`src/rtl/mtf_pkg.sv`:
```
`timescale 1ns / 1ps
// Shared types, codes and constants of the move-to-front list.
// Depends on nothing; every other file of the block but mtf_ram imports it.
package mtf_pkg;

    // Number of keys the list can hold.
    localparam int CAPACITY = 64;
    localparam int KEY_W    = 32;
    localparam int IDX_W    = $clog2(CAPACITY);
    localparam int CNT_W    = $clog2(CAPACITY + 1);
    localparam int COST_W   = 7;
    localparam int TOTAL_W  = 32;
    localparam int SAT_W    = (CNT_W > COST_W) ? CNT_W : COST_W;

    localparam logic [COST_W-1:0] COST_MAX = '1;

    // Operation codes.
    localparam logic [1:0] ACT_ACCESS = 2'd0;
    localparam logic [1:0] ACT_INSERT = 2'd1;
    localparam logic [1:0] ACT_REMOVE = 2'd2;

    // Result status codes.
    localparam logic [1:0] ST_DONE      = 2'd0;
    localparam logic [1:0] ST_NOT_FOUND = 2'd1;
    localparam logic [1:0] ST_FULL      = 2'd2;

    typedef struct packed {
        logic [1:0]              action;
        logic signed [KEY_W-1:0] key;
    } mtf_in_t;

    typedef struct packed {
        logic [COST_W-1:0]  cost;
        logic [1:0]         status;
        logic [TOTAL_W-1:0] total_cost;
    } mtf_out_t;

    // Result of one operation before the running total is applied.
    typedef struct packed {
        logic [COST_W-1:0] cost;
        logic [1:0]        status;
    } mtf_res_t;

    // Clamp a position count to the width of the cost field.
    function automatic logic [COST_W-1:0] sat_cost(input logic [CNT_W-1:0] v);
        logic [SAT_W-1:0] w;
        w = SAT_W'(v);
        if (w > SAT_W'(COST_MAX))
            return COST_MAX;
        else
            return COST_W'(w);
    endfunction

endpackage

```
`src/rtl/mtf_ram.sv`:
```
`timescale 1ns / 1ps
// Simple dual-port synchronous RAM with one write and one registered read port.
// Generic; used as the key store of the move-to-front list.
module mtf_ram #(
    parameter int DEPTH = 64,
    parameter int WIDTH = 32
) (
    input  logic                     clk,
    input  logic                     we,
    input  logic [$clog2(DEPTH)-1:0] waddr,
    input  logic [WIDTH-1:0]         wdata,
    input  logic [$clog2(DEPTH)-1:0] raddr,
    output logic [WIDTH-1:0]         rdata
);

    logic [WIDTH-1:0] mem [DEPTH];

    // Write port.
    always_ff @(posedge clk)
    begin
        if (we)
        begin
            mem[waddr] <= wdata;
        end
    end

    // Registered read port.
    always_ff @(posedge clk)
    begin
        rdata <= mem[raddr];
    end

endmodule

```
`src/rtl/mtf_seq.sv`:
```
`timescale 1ns / 1ps
// Sequencer of the move-to-front list: search, shift and append in the key RAM.
// Depends on mtf_pkg; drives mtf_ram and hands one result at a time to mtf_out.
module mtf_seq
    import mtf_pkg::*;
(
    input  logic             clk,
    input  logic             rst_n,
    input  logic             in_valid,
    output logic             in_ready,
    input  mtf_in_t          in_data,
    output logic             res_valid,
    input  logic             res_ready,
    output mtf_res_t         res,
    output logic             ram_we,
    output logic [IDX_W-1:0] ram_waddr,
    output logic [KEY_W-1:0] ram_wdata,
    output logic [IDX_W-1:0] ram_raddr,
    input  logic [KEY_W-1:0] ram_rdata
);

    localparam logic [2:0] S_IDLE   = 3'd0;
    localparam logic [2:0] S_SEARCH = 3'd1;
    localparam logic [2:0] S_MOVE   = 3'd2;
    localparam logic [2:0] S_FRONT  = 3'd3;
    localparam logic [2:0] S_CLOSE  = 3'd4;
    localparam logic [2:0] S_DONE   = 3'd5;

    logic [2:0]        state_reg,  state_next;
    logic [CNT_W-1:0]  count_reg,  count_next;
    logic [1:0]        act_reg,    act_next;
    logic [KEY_W-1:0]  key_reg,    key_next;
    logic [IDX_W-1:0]  idx_reg,    idx_next;
    logic [COST_W-1:0] cost_reg,   cost_next;
    logic [1:0]        status_reg, status_next;

    logic             hit;
    logic             last;
    logic [CNT_W-1:0] idx_plus1;

    // The entry at idx_reg is on the RAM read data during a search.
    assign idx_plus1 = CNT_W'(idx_reg) + CNT_W'(1);
    assign hit       = (ram_rdata == key_reg);
    assign last      = (idx_plus1 == count_reg);

    assign in_ready  = (state_reg == S_IDLE);
    assign res_valid = (state_reg == S_DONE);
    assign res.cost   = cost_reg;
    assign res.status = status_reg;

    // Next-state and RAM control.
    always_comb
    begin
        state_next  = state_reg;
        count_next  = count_reg;
        act_next    = act_reg;
        key_next    = key_reg;
        idx_next    = idx_reg;
        cost_next   = cost_reg;
        status_next = status_reg;
        ram_we      = 1'b0;
        ram_waddr   = '0;
        ram_wdata   = key_reg;
        ram_raddr   = '0;

        case (state_reg)
            S_IDLE:
            begin
                if (in_valid)
                begin
                    act_next    = in_data.action;
                    key_next    = in_data.key;
                    idx_next    = '0;
                    cost_next   = '0;
                    status_next = ST_DONE;
                    state_next  = S_DONE;
                    case (in_data.action)
                        ACT_INSERT:
                        begin
                            if (count_reg >= CNT_W'(CAPACITY))
                            begin
                                status_next = ST_FULL;
                            end
                            else
                            begin
                                ram_we     = 1'b1;
                                ram_waddr  = count_reg[IDX_W-1:0];
                                ram_wdata  = in_data.key;
                                count_next = count_reg + CNT_W'(1);
                                cost_next  = sat_cost(count_reg + CNT_W'(1));
                            end
                        end
                        ACT_ACCESS, ACT_REMOVE:
                        begin
                            if (count_reg == '0)
                            begin
                                status_next = ST_NOT_FOUND;
                            end
                            else
                            begin
                                ram_raddr  = '0;
                                state_next = S_SEARCH;
                            end
                        end
                        default:
                        begin
                            state_next = S_DONE;
                        end
                    endcase
                end
            end

            // Walk the list from the front, one entry a cycle.
            S_SEARCH:
            begin
                if (hit)
                begin
                    cost_next   = sat_cost(idx_plus1);
                    status_next = ST_DONE;
                    if (act_reg == ACT_ACCESS)
                    begin
                        if (idx_reg == '0)
                        begin
                            state_next = S_DONE;
                        end
                        else
                        begin
                            ram_raddr  = idx_reg - IDX_W'(1);
                            state_next = S_MOVE;
                        end
                    end
                    else if (last)
                    begin
                        count_next = count_reg - CNT_W'(1);
                        state_next = S_DONE;
                    end
                    else
                    begin
                        ram_raddr  = idx_reg + IDX_W'(1);
                        state_next = S_CLOSE;
                    end
                end
                else if (last)
                begin
                    cost_next   = sat_cost(count_reg);
                    status_next = ST_NOT_FOUND;
                    state_next  = S_DONE;
                end
                else
                begin
                    ram_raddr = idx_reg + IDX_W'(1);
                    idx_next  = idx_reg + IDX_W'(1);
                end
            end

            // Shift the entries in front of the hit back by one.
            S_MOVE:
            begin
                ram_we    = 1'b1;
                ram_waddr = idx_reg;
                ram_wdata = ram_rdata;
                if (idx_reg == IDX_W'(1))
                begin
                    state_next = S_FRONT;
                end
                else
                begin
                    ram_raddr = idx_reg - IDX_W'(2);
                    idx_next  = idx_reg - IDX_W'(1);
                end
            end

            // The hit key equals the search key, so write that at the front.
            S_FRONT:
            begin
                ram_we     = 1'b1;
                ram_waddr  = '0;
                ram_wdata  = key_reg;
                state_next = S_DONE;
            end

            // Close the gap left by a removed key.
            S_CLOSE:
            begin
                ram_we    = 1'b1;
                ram_waddr = idx_reg;
                ram_wdata = ram_rdata;
                if (idx_plus1 + CNT_W'(1) == count_reg)
                begin
                    count_next = count_reg - CNT_W'(1);
                    state_next = S_DONE;
                end
                else
                begin
                    ram_raddr = idx_reg + IDX_W'(2);
                    idx_next  = idx_reg + IDX_W'(1);
                end
            end

            S_DONE:
            begin
                if (res_ready)
                begin
                    state_next = S_IDLE;
                end
            end

            default:
            begin
                state_next = S_IDLE;
            end
        endcase
    end

    // Control state.
    always_ff @(posedge clk or negedge rst_n)
    begin
        if (!rst_n)
        begin
            state_reg <= S_IDLE;
            count_reg <= '0;
        end
        else
        begin
            state_reg <= state_next;
            count_reg <= count_next;
        end
    end

    // Working registers of the current item.
    always_ff @(posedge clk)
    begin
        act_reg    <= act_next;
        key_reg    <= key_next;
        idx_reg    <= idx_next;
        cost_reg   <= cost_next;
        status_reg <= status_next;
    end

endmodule

```
`src/rtl/mtf_out.sv`:
```
`timescale 1ns / 1ps
// Running cost total and output register of the move-to-front list.
// Depends on mtf_pkg; takes results from mtf_seq.
module mtf_out
    import mtf_pkg::*;
(
    input  logic     clk,
    input  logic     rst_n,
    input  logic     res_valid,
    output logic     res_ready,
    input  mtf_res_t res,
    output logic     out_valid,
    input  logic     out_ready,
    output mtf_out_t out_data
);

    logic               out_valid_reg, out_valid_next;
    logic [TOTAL_W-1:0] total_reg,     total_next;
    mtf_out_t           out_reg;
    logic [TOTAL_W:0]   sum;
    logic               take;

    assign res_ready = !out_valid_reg || out_ready;
    assign take      = res_valid && res_ready;
    assign out_valid = out_valid_reg;
    assign out_data  = out_reg;

    // Saturating add of this item's cost, and the next value of the output valid flag.
    always_comb
    begin
        sum = {1'b0, total_reg} + (TOTAL_W + 1)'(res.cost);
        if (sum[TOTAL_W])
            total_next = '1;
        else
            total_next = sum[TOTAL_W-1:0];

        if (take)
            out_valid_next = 1'b1;
        else if (out_ready)
            out_valid_next = 1'b0;
        else
            out_valid_next = out_valid_reg;
    end

    always_ff @(posedge clk or negedge rst_n)
    begin
        if (!rst_n)
        begin
            out_valid_reg <= 1'b0;
            total_reg     <= '0;
        end
        else
        begin
            out_valid_reg <= out_valid_next;
            if (take)
            begin
                total_reg <= total_next;
            end
        end
    end

    // Result item register.
    always_ff @(posedge clk)
    begin
        if (take)
        begin
            out_reg.cost       <= res.cost;
            out_reg.status     <= res.status;
            out_reg.total_cost <= total_next;
        end
    end

endmodule

```
`src/rtl/move_to_front_list.sv`:
```
`timescale 1ns / 1ps
// Top level of the move-to-front list: key RAM, sequencer and output stage.
// Depends on mtf_pkg, mtf_ram, mtf_seq and mtf_out.
//
// Usage: each input item on in_valid/in_ready/in_data carries an action
// (access, insert or remove) and a 32-bit key. Each accepted item yields
// exactly one result item on out_valid/out_ready/out_data with the cost,
// a status and the running saturating cost total.
// The keys live in a 64-entry RAM with one write and one read port. An
// access or remove scans the RAM from the front, one entry a cycle, and
// then shifts the entries over, one per cycle, through the same ports.
// One item is worked at a time; in_ready rises again with the clock edge that
// loads the result into the output register. Reset empties the list and clears
// the cost total; the RAM needs no clearing pass. A stalled receiver holds the
// result in the output register while the next item is already worked.
module move_to_front_list
    import mtf_pkg::*;
(
    input  logic     clk,
    input  logic     rst_n,
    input  logic     in_valid,
    output logic     in_ready,
    input  mtf_in_t  in_data,
    output logic     out_valid,
    input  logic     out_ready,
    output mtf_out_t out_data
);

    logic             ram_we;
    logic [IDX_W-1:0] ram_waddr;
    logic [KEY_W-1:0] ram_wdata;
    logic [IDX_W-1:0] ram_raddr;
    logic [KEY_W-1:0] ram_rdata;
    logic             res_valid;
    logic             res_ready;
    mtf_res_t         res;

    mtf_ram #(
        .DEPTH (CAPACITY),
        .WIDTH (KEY_W)
    ) u_ram (
        .clk   (clk),
        .we    (ram_we),
        .waddr (ram_waddr),
        .wdata (ram_wdata),
        .raddr (ram_raddr),
        .rdata (ram_rdata)
    );

    mtf_seq u_seq (
        .clk       (clk),
        .rst_n     (rst_n),
        .in_valid  (in_valid),
        .in_ready  (in_ready),
        .in_data   (in_data),
        .res_valid (res_valid),
        .res_ready (res_ready),
        .res       (res),
        .ram_we    (ram_we),
        .ram_waddr (ram_waddr),
        .ram_wdata (ram_wdata),
        .ram_raddr (ram_raddr),
        .ram_rdata (ram_rdata)
    );

    mtf_out u_out (
        .clk       (clk),
        .rst_n     (rst_n),
        .res_valid (res_valid),
        .res_ready (res_ready),
        .res       (res),
        .out_valid (out_valid),
        .out_ready (out_ready),
        .out_data  (out_data)
    );

endmodule

```
`config.mk`:
```
export PLATFORM = sky130hd
export DESIGN_NAME = move_to_front_list
export DESIGN_NICKNAME = d
export VERILOG_FILES = /design/src/rtl/mtf_pkg.sv /design/src/rtl/mtf_ram.sv /design/src/rtl/mtf_seq.sv /design/src/rtl/mtf_out.sv /design/src/rtl/move_to_front_list.sv
export SDC_FILE = /design/constraint.sdc
export NUM_CORES = 2
export LEC_CHECK = 0
export ABC_AREA = 0
export BUFFER_PORTS_ARGS = -buffer_cell sky130_fd_sc_hd__buf_4
export CAP_MARGIN = 20
export CORE_MARGIN = 3
export CORE_UTILIZATION = 57
export DETAILED_ROUTE_END_ITERATION = 6
export PLACE_DENSITY = 0.76
export SKIP_CTS_REPAIR_TIMING = 1
export SLEW_MARGIN = 10
export SYNTH_ARGS = -nofsm -noshare
export SYNTH_HDL_FRONTEND = slang
export SYNTH_SLANG_ARGS = --single-unit
```
`constraint.sdc`:
```
create_clock -name clk -period 4.6 [get_ports clk]
set_clock_uncertainty 0.15 [all_clocks]
set_input_delay 0.23 -clock clk [delete_from_list [all_inputs] [get_ports clk]]
set_output_delay 0.23 -clock clk [all_outputs]
set_load 0.05 [all_outputs]
```
# After elaboration in Yosys (flattened, before gate mapping)

Memories as Yosys holds them, arrays and structs flattened. A register that Yosys moved wholly into a read port is not among the register bits.
Cells that the tools add are included.

Flip-flop bits (word level): 133
Bits in writable memories: 2048
Output and inout port bits: 43
Memories: 1

Memory list:

| name      | depth | width | read ports | clocked after memory_dff | write ports | line          | RTL |
|---|---|---|---|---|---|---|---|
| u_ram.mem | 64    | 32    | 1          | 1                        | 1           | mtf_ram.sv:16 | `logic [WIDTH-1:0] mem [DEPTH];` |

Add/sub/neg operators: 9
Order comparisons: 4
Equal/unequal tests: 25
Mux-type cells: 66
Reduce and logical (&&, ||, !) cells: 20

Operator list:

| operator            | count |
|---|---|
| $mux 32             | 4 |
| $mux 7              | 15 |
| $mux 6              | 14 |
| $pmux 32 s2         | 1 |
| $add 32x7->33       | 1 |
| $eq 32x32->1        | 1 |
| $mux 3              | 10 |
| $pmux 6 s4          | 1 |
| $gt 7x7->1 const B  | 3 |
| $pmux 7 s3          | 1 |
| $pmux 3 s6          | 1 |
| $pmux 6 s3          | 1 |
| $ne 2x2->1 const B  | 8 |
| $add 7x1->7 const B | 2 |
| $eq 7x7->1          | 2 |
| $pmux 7 s2          | 1 |
| $pmux 6 s2          | 1 |
| $ne 2x1->1 const B  | 5 |
| $mux 1              | 9 |
| $mux 2              | 4 |
| $pmux 2 s2          | 2 |
| $reduce_and 8->1    | 1 |
| $add 6x1->7 const B | 1 |
| $ge 7x7->1 const B  | 1 |
| 29 further kinds    | 34 |

# Depth between registers and ports, before layout

Depth after elaboration: 7
Depth in mapped cells: 18
Mapped depth without buffers: 14

# By module

Synthesis repeated with hierarchy kept, for this count alone.

Cells, all modules: 4397
Area total of the unflattened synthesis: 87074.8 um2

By module, submodules not included:

| module  | instances | cells an instance | area an instance (um2) | seq. area each (um2) |
|---|---|---|---|---|
| mtf_ram | 1         | 3572              | 78885.7                | 62139.6 |
| mtf_seq | 1         | 483               | 4466.8                 | 1721.7 |
| mtf_out | 1         | 342               | 3722.3                 | 2057.0 |

# Worst setup path after synthesis

No wires, ideal clock.

Kind: register to register
From: reg u_seq.state_reg[1]
To: mem u_ram.mem[62][0] (enable)
Library setup time: 421 ps
Data arrival time: 4282 ps
Data required time: 4029 ps
Setup slack: -253 ps
Cell stages (with the launch flop): 9
Path buffers: 3
Period minus slack after synthesis: 4853 ps
Cells stage by stage: dfrtp_1 -> clkbuf_1 -> nor3_1 -> and2_1 -> clkbuf_1 -> clkbuf_1 -> a22o_1 -> nand3_1 -> nor2_1

RTL lines:

| what                         | line                     | RTL |
|---|---|---|
| start: declaration           | mtf_seq.sv:29            | `logic [2:0] state_reg, state_next;` |
| start signal: assignment     | mtf_seq.sv:225           | `state_reg <= state_next;` |
| $logic_not 3->1 *            | -                        |  |
| named net in_ready           | move_to_front_list.sv:22 | `output logic in_ready,` |
| $pmux 1 s2                   | mtf_seq.sv:66            | `case (state_reg)` |
| $mux 1                       | mtf_ram.sv:21            | `if (we)` |
| $mux 1 (implied by the code) | mtf_ram.sv:23            | `mem[waddr] <= wdata;` |
| end: declaration             | mtf_ram.sv:16            |  |

The timed path passes the listed nets; every way through them passes the cells marked *.

# Worst setup path in the final report

From: reg u_seq.key_reg[17]
To: reg u_ram.rdata[10] (read register of u_ram.mem)

Longest elaborated chain between the ends: 3

Ends and longest elaborated chain:

| what                     | line           | RTL |
|---|---|---|
| start: declaration       | mtf_seq.sv:32  | `logic [KEY_W-1:0] key_reg, key_next;` |
| start signal: assignment | mtf_seq.sv:234 | `key_reg <= key_next;` |
| $eq 32x32->1             | mtf_seq.sv:43  | `assign hit = (ram_rdata == key_reg);` |
| $mux 6                   | mtf_seq.sv:116 | `if (hit)` |
| $pmux 6 s3               | mtf_seq.sv:66  |  |
| end: declaration         | mtf_ram.sv:13  | `output logic [WIDTH-1:0] rdata` |

Every way passes these cells.
A chain may end at the register's enable or synchronous reset.

==> metrics.md <==
| Metric | Value |
|---|---|
| Status | `complete, but fails checks` |
| Failing checks | `design-rule violations, negative setup slack` |
| Worst skew pair latency | `approximately 0.84 ns` |
| Worst hold margin | `0.0284 ns` |
| Crit-path most repeated cell | `buf_4` |
| # Max-Cap Violations | `0` |
| Initial antenna violation count | `12` |
| Remaining global-route overflow | `0` |
| Mean Syn Cell Area | `15.7 um^2` |
| Die X | `401 um` |
| Post-synthesis sequential area ratio | `74.0%` |
| Num CTS Buffers | `205` |
| Largest net degree at the start of global routing | `65` |
| CTS sink cnt | `2213` |
| CTS root buf | `clkbuf_16` |
| Area growth, synth to finish | `17.5%` |
| Post-synthesis cell area | `89100 um^2` |
| Clock tree buffer depth | `3` |
| H-tree levels | `4` |
| IO Count | `81` |
| Netlist cell types | `81` |
| Drt via density | `~6.4` |
| Design Area, Final | `105000 um^2` |
| Slew Limit Fails | `0` |
| Initial core utilization | `roughly 58%` |
| Placed Area | `slightly below 100000 um^2` |
| Number of synthesized flops with an enable pin | `about 2100` |
| Worst Path Arrival | `5.21 ns` |
| Routed via count | `54000` |
| Synth Warn # | `0` |
| Worst hold path type | `in2reg` |
| Slowest cell on the critical path | `o22ai_1` |
| Reg clk slew, reported paths | `0.07 ns` |
| Post-Synthesis Cells | `5694` |
| Syn Nets | `5749` |
| Worst VDD drop | `567 uV` |
| DRT antenna net count | `0` |
| Worst-Margin Slew | `0.833 ns` |
| I/O Buffers | `80` |
| Gp weighted congestion | `between 0.9 and 1` |
| RSZ-0062 raised after global routing | `true` |
| Max reg flops | `around 2000` |
| Vias in the first global route | `between 50000 and 60000` |
| Period minus WS final | `4.66 ns` |
| Placed instance count | `about 8000` |
| #FFs+latches synth | `between 2000 and 2500` |
| Drt drc | `4` |
| Die Height | `roughly 400 um` |
| Total Routing Usage GR | `27.8%` |
| Critical Path, Cell by Cell | `xor2_1 -> nor4_1 -> nand4_1 -> buf_4 -> or2_4 -> o41a_1 -> nor3b_2 -> a311oi_2 -> buf_4 -> nand3_1 -> buf_12 -> buf_4 -> o22ai_1 -> or4_1 -> o41ai_2` |
| Final worst-path cycle share | `101%` |
| Non-filler cells, final | `around 8500` |
| Final setup TNS | `-0.230 ns` |
| Top reg by flops | `u_ram.mem` |
| TritonCTS clock tree | `yes` |
| Die Area | `161000 um^2` |
| CP endpoint kind | `register` |
| Total core area | `155000 um^2` |
| Pwr Density | `756 nW/um^2` |
| Ys async rst share | `1.94%` |
| Top FF cell, synth | `edfxtp_1` |
| Startpoint class of the critical path | `register` |
| Crit path max fanout | `18` |
| Worst Path Required | `5.16 ns` |
| # setup viols final | `9` |
| Share of cells above drive strength 1 | `17.6%` |
| Worst Hold Depth | `2` |
| Final wirelength | `232 mm` |
| Worst R2R Path Depth | `15` |
| Kind of critical path | `reg2reg` |
| Fmax | `215 MHz` |
| Slowest stage delay, CP | `0.50 ns` |
| First-pass GRT wire length | `334 mm` |
| Slew headroom | `44.3%` |
| Total Nets Final | `6289` |
| DR WL/cell | `27.4 um` |
| Hpwl dp | `around 140 mm` |
| Post-route setup slack | `-0.0565 ns` |
| Num rows | `approximately 140` |
| Starting DRC count in detailed routing | `approximately 7300` |
| Hold Vio Cnt, Final | `0` |
| Drt pass-1 iters | `7` |
| P_leak | `39.1 nW` |
==> synth_stat cells (52+ instances only) <==
| cell type | n | area, um^2 |
|---|---|---|
| edfxtp_1 | 2138 | 64200 |
| mux2i_1 | 872 | 8730 |
| nand2_1 | 677 | 2540 |
| a21oi_1 | 265 | 1330 |
| nand3_1 | 217 | 1090 |
| nor2_1 | 168 | 631 |
| clkbuf_1 | 167 | 627 |
| o22ai_1 | 137 | 857 |
| a22oi_1 | 108 | 811 |
| buf_2 | 106 | 531 |
| o221ai_1 | 95 | 832 |
| a31oi_1 | 63 | 394 |
| xor2_1 | 59 | 517 |
| buf_4 | 56 | 420 |
| inv_1 | 52 | 195 |
==> cell type report <==
class                           count  area (um^2)
Sequential cell                  2213        65900
Fill cell                        9787        50100
Multi-Input combinational cell   3074        22200
Timing Repair Buffer              687         6850
Clock buffer                      275         5600
Tap cell                         2044         2560
Clock inverter                    113         1290
Inverter                           53          199
Antenna cell                        2         5.00
==> kinds of logic (layout without fill, tap and decap cells) <==
family                     after synthesis  in the layout  synth area share [%]
DFF                                   2213           2213                  74.0
and+or+nand+nor                       1217           1217                  5.97
adders and majority gates               17             17                 0.247
buffers and inverters                  407           1128                  2.14
other                                    0              2                     0
muxes                                  881            881                  9.93
AOI/OAI and AO/OA                      872            872                  6.87
xor gates and xnor gates                87             87                 0.872
==> through the flow <==
stage                     setup WS (ns)  power, W  utilization (%)
after floorplan                  -0.253    0.0465                -
after global placement           -0.732    0.0589             62.2
after detailed placement         -0.894    0.0597             62.2
after CTS                        -0.934    0.0769             66.6
after global routing            -0.0844    0.0819             67.6
final                           -0.0565    0.0791             67.6
==> layer usage <==
layer / track usage (%) / routed length, um
met2: 43.5 / 108000
met1: 38.5 / 89300
met4: 9.47 / 7780
met5: 0 / 38
met3: 6.77 / 26600
==> worst max-delay path: cells and delay by family, from the launching register on <==
kind / cells / cell delay (ns)
xor gates and xnor gates: 1 / 0.19
AOI/OAI and AO/OA: 4 / 1.39
buffers and inverters: 4 / 0.79
and+or+nand+nor: 6 / 1.51
DFF: 1 / 0.44
==> report_power, final <==
| group | leakage, nW | internal (W) | switching, W | total (W) |
|---|---|---|---|---|
| Combinational | 15.7 | 0.0129 | 0.0214 | 0.0343 |
| Clock | 3.33 | 0.00992 | 0.00732 | 0.0172 |
| Sequential | 20.1 | 0.0269 | 0.000783 | 0.0276 |
==> cells in the final DEF, fill, tap and decap left out, drive strengths merged, types with 33 or more instances in the layout <==
cell type    synthesis  final
dlygate4sd3          0     48
dfrtp               43     43
o22ai              138    138
or4                 33     33
clkbuf             167    286
nand2              677    677
edfxtp            2138   2138
nand3              220    220
buf                187    628
o221ai              96     96
a22oi              108    108
a21oi              265    265
nor2               168    168
xor2                59     59
inv                 53     41
mux2i              872    872
a21o                34     34
clkinv               0     91
a31oi               63     63
or3                 37     37
==> path summary, 6_finish.rpt <==
path | startpoint | end | slack [ns]
worst max-delay path | u_seq.key_reg[17]$_DFFE_PP_ | u_ram.rdata[10]$_DFF_P_ | -0.06
worst min-delay path | in_data[29] | u_seq.key_reg[29]$_DFFE_PP_ | 0.03
worst max register to register | u_seq.key_reg[17]$_DFFE_PP_ | u_ram.rdata[10]$_DFF_P_ | -0.06
worst min register to register | u_seq.status_reg[1]$_SDFFCE_PP0P_ | u_out.out_data[33]$_DFFE_PP_ | 0.27
max in group asynchronous | rst_n | u_seq.count_reg[3]$_DFFE_PN0P_ | 3.72
min in group asynchronous | rst_n | u_out.total_reg[3]$_DFFE_PN0P_ | 0.35
No activity file was read; power rests on OpenSTA's default activity.
